File: src/rtl/psq_pkg.sv
// ----------------------------------------------------------------------------
// psq_pkg
// Types, codes and constants shared by the paired-single quantizer.
// ----------------------------------------------------------------------------
`default_nettype none

package psq_pkg;

   localparam int NUM_QREGS  = 8;
   localparam int QSEL_WIDTH = $clog2(NUM_QREGS);
   localparam int NUM_LANES  = 2;

   localparam logic CMD_LOAD  = 1'b0;
   localparam logic CMD_STORE = 1'b1;

   localparam logic [2:0] QT_FLOAT = 3'd0;
   localparam logic [2:0] QT_U8    = 3'd4;
   localparam logic [2:0] QT_U16   = 3'd5;
   localparam logic [2:0] QT_S8    = 3'd6;
   localparam logic [2:0] QT_S16   = 3'd7;

   localparam logic [63:0] DBL_ONE = 64'h3FF0_0000_0000_0000;

   typedef enum logic [1:0] {
      ERR_NONE = 2'd0,
      ERR_TYPE = 2'd1,
      ERR_NAN  = 2'd2
   } psq_err_type;

   typedef struct packed {
      logic        cmd;
      logic        single_value;
      logic [2:0]  quant_select;
      logic [4:0]  fpr_index;
      logic [31:0] address;
      logic [63:0] load_data;
      logic [63:0] first_in;
      logic [63:0] second_in;
   } psq_req_type;

   typedef struct packed {
      logic [4:0]  dest_index;
      logic [31:0] access_address;
      logic [63:0] first_out;
      logic [63:0] second_out;
      logic [63:0] store_data;
      logic [3:0]  store_bytes;
      logic [1:0]  fault_code;
   } psq_rsp_type;

   typedef struct packed {
      logic              store;
      logic [2:0]        qtype;
      logic signed [5:0] scale;
   } psq_lane_ctl_type;

   typedef struct packed {
      logic [63:0] dbl;
      logic [31:0] word;
      logic        nan;
   } psq_lane_res_type;

endpackage

`default_nettype wire

File: src/rtl/psq_lane.sv
// ----------------------------------------------------------------------------
// psq_lane
// One value: dequantize a load word into a double, or quantize a double
// into a store word.
// ----------------------------------------------------------------------------
`default_nettype none

module psq_lane (
   input  psq_pkg::psq_lane_ctl_type ctl,
   input  logic [31:0]               load_word,
   input  logic [63:0]               store_val,
   output psq_pkg::psq_lane_res_type res
);
   import psq_pkg::*;

   function automatic logic [4:0] msb23(input logic [22:0] v);
      logic [4:0] r;
      r = 5'd0;
      for (int i = 0; i < 23; i++) begin
         if (v[i]) begin
            r = i[4:0];
         end
      end
      return r;
   endfunction

   // round to nearest even, results below the normal range become zero
   function automatic logic [31:0] dbl_to_flt(input logic [63:0] d);
      logic              s;
      logic [10:0]       e;
      logic [51:0]       m;
      logic signed [12:0] fe;
      logic              up;
      logic [30:0]       sum;
      logic [31:0]       r;
      s  = d[63];
      e  = d[62:52];
      m  = d[51:0];
      fe = $signed({2'b00, e}) - 13'sd896;
      up = m[28] & ((|m[27:0]) | m[29]);
      sum = {fe[7:0], m[51:29]} + {30'd0, up};
      if (e == 11'h7FF || fe >= 13'sd255) begin
         r = {s, 8'hFF, 23'd0};
      end else if (e == 11'd0) begin
         r = {s, 31'd0};
      end else if (fe >= 13'sd1) begin
         r = {s, sum};
      end else if (fe == 13'sd0 && (&m[51:29])) begin
         r = {s, 8'd1, 23'd0};
      end else begin
         r = {s, 31'd0};
      end
      return r;
   endfunction

   logic signed [16:0] ival;
   logic [16:0]        iabs;
   logic               ineg;
   logic [15:0]        imag;
   logic [4:0]         ip;
   logic signed [6:0]  kval;
   logic [10:0]        iexp;
   logic [52:0]        ish;
   logic [63:0]        idbl;

   logic [7:0]         lex;
   logic [22:0]        lman;
   logic [4:0]         lp;
   logic [52:0]        lsh;
   logic [63:0]        fdbl;

   logic               snan;
   logic [31:0]        sflt;
   logic [31:0]        fword;
   logic signed [9:0]  ue;
   logic               huge;
   logic               tiny;
   logic [23:0]        sig;
   logic [4:0]         shamt;
   logic [23:0]        msh;
   logic [15:0]        smag;
   logic               sneg;
   logic [15:0]        iword;

   // load, integer types
   always_comb begin
      case (ctl.qtype)
         QT_U8:   ival = $signed({9'd0, load_word[7:0]});
         QT_S8:   ival = $signed({{9{load_word[7]}}, load_word[7:0]});
         QT_U16:  ival = $signed({1'b0, load_word[15:0]});
         default: ival = $signed({load_word[15], load_word[15:0]});
      endcase
      ineg = ival[16];
      iabs = ineg ? 17'(-ival) : 17'(ival);
      imag = iabs[15:0];
      ip   = msb23({7'd0, imag});
      kval = -$signed({ctl.scale[5], ctl.scale});
      iexp = 11'd1023 + {6'd0, ip} + {{4{kval[6]}}, kval};
      ish  = {37'd0, imag} << (6'd52 - {1'b0, ip});
      idbl = (imag == 16'd0) ? 64'd0 : {ineg, iexp, ish[51:0]};
   end

   // load, float type
   always_comb begin
      lex  = load_word[30:23];
      lman = load_word[22:0];
      lp   = msb23(lman);
      lsh  = {30'd0, lman} << (6'd52 - {1'b0, lp});
      if (lex == 8'hFF) begin
         fdbl = {load_word[31], 11'h7FF, lman, 29'd0};
      end else if (lex == 8'd0) begin
         fdbl = (lman == 23'd0) ? {load_word[31], 63'd0}
                                : {load_word[31], 11'd874 + {6'd0, lp}, lsh[51:0]};
      end else begin
         fdbl = {load_word[31], {3'd0, lex} + 11'd896, lman, 29'd0};
      end
   end

   // store
   always_comb begin
      snan  = (store_val[62:52] == 11'h7FF) && (store_val[51:0] != 52'd0);
      sflt  = dbl_to_flt(store_val);
      fword = snan ? {store_val[63], 8'hFF, 1'b1, store_val[50:29]} : sflt;
      ue    = $signed({2'b00, sflt[30:23]}) - 10'sd127 + {{4{ctl.scale[5]}}, ctl.scale};
      huge  = (sflt[30:23] == 8'hFF) || (ue > 10'sd15);
      tiny  = (sflt[30:23] == 8'd0) || (ue < 10'sd0);
      sig   = {1'b1, sflt[22:0]};
      shamt = 5'd23 - ue[4:0];
      msh   = sig >> shamt;
      smag  = tiny ? 16'd0 : msh[15:0];
      sneg  = sflt[31];
      case (ctl.qtype)
         QT_U8: begin
            if (sneg) iword = 16'd0;
            else if (huge || smag > 16'd255) iword = 16'd255;
            else iword = smag;
         end
         QT_U16: begin
            if (sneg) iword = 16'd0;
            else if (huge) iword = 16'hFFFF;
            else iword = smag;
         end
         QT_S8: begin
            if (!sneg && (huge || smag > 16'd127)) iword = 16'd127;
            else if (sneg && (huge || smag > 16'd128)) iword = 16'hFF80;
            else iword = sneg ? 16'(-smag) : smag;
         end
         default: begin
            if (!sneg && (huge || smag > 16'd32767)) iword = 16'd32767;
            else if (sneg && (huge || smag > 16'd32768)) iword = 16'h8000;
            else iword = sneg ? 16'(-smag) : smag;
         end
      endcase
   end

   always_comb begin
      res = '0;
      if (ctl.store) begin
         res.word = (ctl.qtype == QT_FLOAT) ? fword : {16'd0, iword};
         res.nan  = snan;
      end else begin
         res.dbl = (ctl.qtype == QT_FLOAT) ? fdbl : idbl;
      end
   end

endmodule

`default_nettype wire

File: src/rtl/psq_merge.sv
// ----------------------------------------------------------------------------
// psq_merge
// Combines the two lane results into one response transaction.
// ----------------------------------------------------------------------------
`default_nettype none

module psq_merge (
   input  psq_pkg::psq_req_type      req,
   input  logic [31:0]               qreg,
   input  psq_pkg::psq_lane_res_type lane0,
   input  psq_pkg::psq_lane_res_type lane1,
   output psq_pkg::psq_rsp_type      rsp
);
   import psq_pkg::*;

   logic [2:0] qtype;
   logic       bad_type;
   logic       wide;
   logic       one;

   always_comb begin
      qtype    = (req.cmd == CMD_STORE) ? qreg[2:0] : qreg[18:16];
      bad_type = (qtype[2] == 1'b0) && (qtype != QT_FLOAT);
      wide     = (qtype == QT_U16) || (qtype == QT_S16);
      one      = req.single_value;
      rsp = '0;
      rsp.dest_index     = req.fpr_index;
      rsp.access_address = req.address;
      if (bad_type) begin
         rsp.fault_code = ERR_TYPE;
      end else if (req.cmd == CMD_LOAD) begin
         rsp.first_out  = lane0.dbl;
         rsp.second_out = one ? DBL_ONE : lane1.dbl;
      end else if (qtype == QT_FLOAT) begin
         rsp.store_data  = {lane0.word, one ? 32'd0 : lane1.word};
         rsp.store_bytes = one ? 4'd4 : 4'd8;
      end else if (lane0.nan || (!one && lane1.nan)) begin
         rsp.fault_code = ERR_NAN;
      end else if (wide) begin
         rsp.store_data  = {lane0.word[15:0], one ? 16'd0 : lane1.word[15:0], 32'd0};
         rsp.store_bytes = one ? 4'd2 : 4'd4;
      end else begin
         rsp.store_data  = {lane0.word[7:0], one ? 8'd0 : lane1.word[7:0], 48'd0};
         rsp.store_bytes = one ? 4'd1 : 4'd2;
      end
   end

endmodule

`default_nettype wire

File: src/rtl/paired_single_quantizer.sv
// ----------------------------------------------------------------------------
// paired_single_quantizer
// Quantized paired-single load and store conversion, two value lanes.
//
// A transaction is taken on any cycle with start high and busy low (busy is
// high only during reset). Its response passes the input register, the two
// conversion lanes and the merge logic, and the output register, and appears
// for one cycle with rsp_strobe; the receiver cannot stall, and one
// transaction per cycle is sustained.
// ----------------------------------------------------------------------------
`default_nettype none

module paired_single_quantizer (
   input  logic                                  clock,
   input  logic                                  reset,
   input  logic                                  start,
   output logic                                  busy,
   input  psq_pkg::psq_req_type                  req_payload,
   input  logic                                  csr_write_en,
   input  logic [psq_pkg::QSEL_WIDTH-1:0]        csr_index,
   input  logic [31:0]                           csr_data,
   output logic                                  rsp_strobe,
   output psq_pkg::psq_rsp_type                  rsp_payload
);
   import psq_pkg::*;

   logic [31:0]      qreg_ff [NUM_QREGS];
   psq_req_type      req_ff;
   logic [31:0]      q_ff;
   logic             s1_valid_ff;
   psq_rsp_type      rsp_ff;
   logic             rsp_valid_ff;

   logic             accept;
   psq_lane_ctl_type ctl;
   logic [31:0]      word0;
   logic [31:0]      word1;
   psq_lane_res_type res0;
   psq_lane_res_type res1;
   psq_rsp_type      rsp_in;
   logic [2:0]       qtype;

   assign busy   = reset;
   assign accept = start && !busy;

   always_ff @(posedge clock) begin
      if (reset) begin
         for (int i = 0; i < NUM_QREGS; i++) begin
            qreg_ff[i] <= '0;
         end
      end else if (csr_write_en) begin
         qreg_ff[csr_index] <= csr_data;
      end
   end

   always_ff @(posedge clock) begin
      if (reset) begin
         s1_valid_ff  <= 1'b0;
         rsp_valid_ff <= 1'b0;
      end else begin
         s1_valid_ff  <= accept;
         rsp_valid_ff <= s1_valid_ff;
      end
   end

   always_ff @(posedge clock) begin
      if (accept) begin
         req_ff <= req_payload;
         q_ff   <= qreg_ff[req_payload.quant_select];
      end
      if (s1_valid_ff) begin
         rsp_ff <= rsp_in;
      end
   end

   always_comb begin
      ctl.store = (req_ff.cmd == CMD_STORE);
      qtype     = ctl.store ? q_ff[2:0] : q_ff[18:16];
      ctl.qtype = qtype;
      ctl.scale = ctl.store ? $signed(q_ff[13:8]) : $signed(q_ff[29:24]);
      case (qtype)
         QT_U16, QT_S16: begin
            word0 = {16'd0, req_ff.load_data[63:48]};
            word1 = {16'd0, req_ff.load_data[47:32]};
         end
         QT_U8, QT_S8: begin
            word0 = {24'd0, req_ff.load_data[63:56]};
            word1 = {24'd0, req_ff.load_data[55:48]};
         end
         default: begin
            word0 = req_ff.load_data[63:32];
            word1 = req_ff.load_data[31:0];
         end
      endcase
   end

   psq_lane u_lane0 (
      .ctl       (ctl),
      .load_word (word0),
      .store_val (req_ff.first_in),
      .res       (res0)
   );

   psq_lane u_lane1 (
      .ctl       (ctl),
      .load_word (word1),
      .store_val (req_ff.second_in),
      .res       (res1)
   );

   psq_merge u_merge (
      .req   (req_ff),
      .qreg  (q_ff),
      .lane0 (res0),
      .lane1 (res1),
      .rsp   (rsp_in)
   );

   assign rsp_strobe  = rsp_valid_ff;
   assign rsp_payload = rsp_ff;

   a_latency: assert property (@(posedge clock) disable iff (reset)
      rsp_strobe == $past(accept, 2))
      else $error("response strobe does not follow accepted transaction");

   a_err_clean: assert property (@(posedge clock) disable iff (reset)
      (rsp_strobe && rsp_payload.fault_code != ERR_NONE) |->
      (rsp_payload.store_bytes == 4'd0 && rsp_payload.first_out == 64'd0))
      else $error("error response carries data");

   a_store_only: assert property (@(posedge clock) disable iff (reset)
      (rsp_strobe && rsp_payload.store_bytes != 4'd0) |->
      ($past(req_payload.cmd, 2) == CMD_STORE))
      else $error("store bytes on a load transaction");

   a_load_only: assert property (@(posedge clock) disable iff (reset)
      (rsp_strobe && $past(req_payload.cmd, 2) == CMD_STORE) |->
      (rsp_payload.second_out == 64'd0))
      else $error("load data on a store transaction");

endmodule

`default_nettype wire

File: config.mk
export PLATFORM = sky130hd
export DESIGN_NAME = paired_single_quantizer
export DESIGN_NICKNAME = d
export VERILOG_FILES = /design/src/rtl/psq_pkg.sv /design/src/rtl/psq_lane.sv /design/src/rtl/psq_merge.sv /design/src/rtl/paired_single_quantizer.sv
export SDC_FILE = /design/constraint.sdc
export NUM_CORES = 2
export LEC_CHECK = 0
export BUFFER_PORTS_ARGS = -buffer_cell sky130_fd_sc_hd__buf_2
export CELL_PAD_IN_SITES_DETAIL_PLACEMENT = 1
export CELL_PAD_IN_SITES_GLOBAL_PLACEMENT = 2
export CORE_MARGIN = 2
export CORE_UTILIZATION = 30
export DETAILED_ROUTE_END_ITERATION = 7
export GPL_TIMING_DRIVEN = 1
export PLACE_DENSITY = 0.78
export SETUP_SLACK_MARGIN = 0.15
export SYNTH_ARGS = -nofsm -noshare
export SYNTH_HDL_FRONTEND = slang
export SYNTH_SLANG_ARGS = --single-unit
File: constraint.sdc
create_clock -name clock -period 43.2 [get_ports clock]
set_input_delay 12.96 -clock clock [delete_from_list [all_inputs] [get_ports clock]]
set_output_delay 12.96 -clock clock [all_outputs]
set_load 0.01 [all_outputs]
==> flow_summary_export.csv <==
group,metric,value,unit
final_layout,nNetsFinal,5213,
power,seq_power_share,30.3,%
sta,tightest_slew,1.32,ns
synthesis,yosysWarningCount,0,
power,combPwrFrac,42.3,%
clocking,h-tree-depth,3,
global_routing,busiest_layer,"met2",
sta,setup_violations,0,
sta,slew_viol_final,0,
power,vdd_drop_max,29.3,µV
power,internal_power,1.44,mW
global_routing,antenna_found_initial,16,
synthesis,async_flop_share,0,%
setup_path,cpLargestDelayFamily,"buffers and inverters",
sta,fmax,38.0,MHz
run,maxCapViolCount,0,
status,outcome,"complete, no violations",
sta,maxSlewHeadroom,10.7,%
global_routing,grt_pass1_vias,40400,
route,wl_per_cell,27.3,µm
power,pwr-share-clk,27.4,%
clocking,cts_resized,0,
route,first_pass_iters,5,
setup_path,worstSetupPathType,"in2out",
power,powerDensity,48.9,nW/µm²
synthesis,yosys_register_bits,630,
die,pin_count,510,
synthesis,synth_edf_count,628,
die,die_w,383,µm
global_routing,grt_overflow_total,0,
min_path,min_from,"req_ff[210]$_DFFE_PP_",
synthesis,ys_seq_area_share,43.9,%
route,wirelength,186,mm
synthesis,synth_fa_ha_area_share,2.10,%
global_routing,grt_use_met3,3.99,%
clocking,cts_tree,"yes",
setup_path,ff2ff_setup_slack,33.00,ns
synthesis,synthSimpleGateAreaFrac,19.9,%
synthesis,synth_flop_cell,"edfxtp_1",
synthesis,yosysTopAreaCell,"edfxtp_1",
synthesis,syn_area,43100,µm²
sta,hold_violations,0,
sta,rsz0062_at_grt,"false",
setup_path,rr_worst_depth,32,
clocking,insertion_delay,0.73,ns
setup_path,rr_startpoint,"req_ff[33]$_DFFE_PP_",
synthesis,synth_cell_types,107,
route,postRouteAntennaNets,0,
setup_path,crit_cells,2,
min_path,holdPathEnd,"rsp_payload[216]$_DFFE_PP_",
setup_path,crit_arrival,13.37,ns
setup_path,cp-start-kind,"input port",
setup_path,required,30.24,ns
die,rows,139,
setup_path,cp_common_cell,"buf_2",
setup_path,crit_buf_inv,2,
global_routing,use_met1,34.1,%
power,p_sw,1.02,mW
placement,numPortBuffers,495,
setup_path,cp_max_fo,14,
setup_path,cp_cell_sequence,"buf_2 > buf_2",
global_routing,use_met2,38.1,%
route,vias,40400,
synthesis,synth_top_area_share,43.8,%
placement,post-dp-hpwl,140,mm
final_layout,final_cell_mix,"628 x edfxtp_1, 495 x buf_2, 404 x nor2_1, 382 x nand2_1, 278 x a21oi_1",
sta,skew,0.0593,ns
min_path,hold_path.class,"reg2reg",
sta,layout_min_cycle_time,26.33,ns
synthesis,synth-xor-area-share,2.31,%
setup_path,crit_path_max_incr_delay,0.23,ns
synthesis,synth_area_per_cell,9.63,µm²
setup_path,end_kind,"output pin",
final_layout,final_util,35.2,%
clocking,cts_setup_buffers,0,
power,switching_share,41.3,%
die,core,143000,µm²
die,die_y,383,µm
route,drt_iter0_markers,3653,
global_routing,grt_pass1_wl,273,mm
synthesis,synth_mux_area_share,6.87,%
min_path,hold_depth,0,
global_routing,grt_usage,24.6,%
power,p_leak,18.5,nW
global_routing,grt_max_degree,74,
sta,period_share,61.0,%
sta,tns,0,ns
synthesis,ys_top_cells_by_area,"edfxtp_1 44%, nor2_1 3.5%, nand2_1 3.3%",
die,start_util,30.1,%
setup_path,crit_slowest_cell,"buf_2",
clocking,cts.hold.buffers_added,0,
clocking,cts_sinks,630,
synthesis,synth_compound_area_share,21.2,%
route,vias_per_cell,5.91,
die,dieArea,147000,µm²
final_layout,final_common_cell,"edfxtp_1",
synthesis,synthCells,4472,
clocking,cts_root_buf,"clkbuf_16",
clocking,clk_pin_slew,0.06,ns
clocking,clock_path_buffers,3,
final_layout,drive_above_1_share,18.8,%
route,post-route-drc-count,0,
clocking,numCtsBuffers,76,
setup_path,worstReg2RegEnd,"rsp_payload[59]$_SDFFCE_PP0P_",
final_layout,synthToLayoutAreaGrowth,16.9,%
placement,place.gp.congestion,0.954,
synthesis,synth_top_family_by_area,"compound AO/OA/AOI/OAI gates",
## sequential cells by signal (all words and copies together) (netlist names)
register     cells
ctl              1
q_ff            18
qreg_ff        144
req_ff         230
rsp_payload    235
rsp_strobe       1
s1_valid_ff      1
## power by group through the flow
stage / Clock (mW) / Sequential (mW) / Combinational (mW)
2_1_floorplan: 0 / 0.751 / 0.690
3_3_place_gp: 0 / 0.756 / 1.01
3_5_place_dp: 0 / 0.758 / 1.01
4_1_cts: 0.692 / 0.746 / 1.02
5_1_grt: 0.714 / 0.750 / 1.12
6_report: 0.673 / 0.746 / 1.04
## per-stage QoR
stage               setup WS (ns)  hold slack, ns  cells  total power [mW]  cell area (µm²)
floorplan                   17.16           0.400   4487              1.44            43100
global placement            16.88           0.400   6695              1.76            47800
detailed placement          16.87           0.406   6695              1.77            47800
CTS                         16.87           0.417   6831              2.46            50300
global route                16.84           0.418   6832              2.58            50400
finish                      16.87           0.416   6835              2.46            50400
## per-layer routing
| layer | up-vias | wire [µm] |
|---|---|---|
| met4 | 14 | 7630 |
| met5 | - | 98 |
| met2 | 1573 | 83800 |
| met3 | 301 | 12000 |
| li1 | 18200 | - |
| met1 | 20400 | 83000 |
## worst max-delay path by stage
stage / startpoint / to
finish: reset / busy
detailed placement: reset / busy
CTS: reset / busy
global route: reset / busy
global placement: reset / busy
floorplan: reset / busy
## area by class of cell
class	instances	area, µm²
antenna	4	10.0
clock buffer	92	1960
fill	16400	92800
sequential	630	18900
tap	1903	2380
timing repair buffer	603	3290
clock inverter	44	629
inverter	111	417
multi-input combinational	3448	22800
## synthesized netlist by cell type, types with 19 or more instances
cell type  instances
nor3_1           141
a211o_1           29
nand2_1          382
xnor2_1           71
nor2b_1           39
nand4_1           68
buf_1             24
o21a_1            26
a311oi_1          26
nor4_1            79
xor2_1            41
and2_1           192
and3_1            55
o31ai_1           37
nand2b_1          35
edfxtp_1         628
buf_2             23
nor2_1           406
clkbuf_1         243
ha_1              66
a211oi_1          55
mux4_2            56
nand3_1          131
inv_1            103
o21ai_0          240
or2_2             34
o32ai_1           20
o211ai_1          61
mux2i_1          105
mux2_2            56
a22o_1            19
a22oi_1           46
a31oi_1           78
a221oi_1          20
o221ai_1          24
a21oi_1          279
a21o_1            45
or4_1             19
o22ai_1           59
or3_1             35
## kinds of logic after synthesis
group,after synthesis
XOR/XNOR,113
other,1
flip-flops,630
buffers and inverters,409
AND/OR/NAND/NOR,1699
multiplexers,218
adder cells (fa/ha/maj),70
AO/OA/AOI/OAI,1332
No activity file was read; power rests on OpenSTA's default activity.
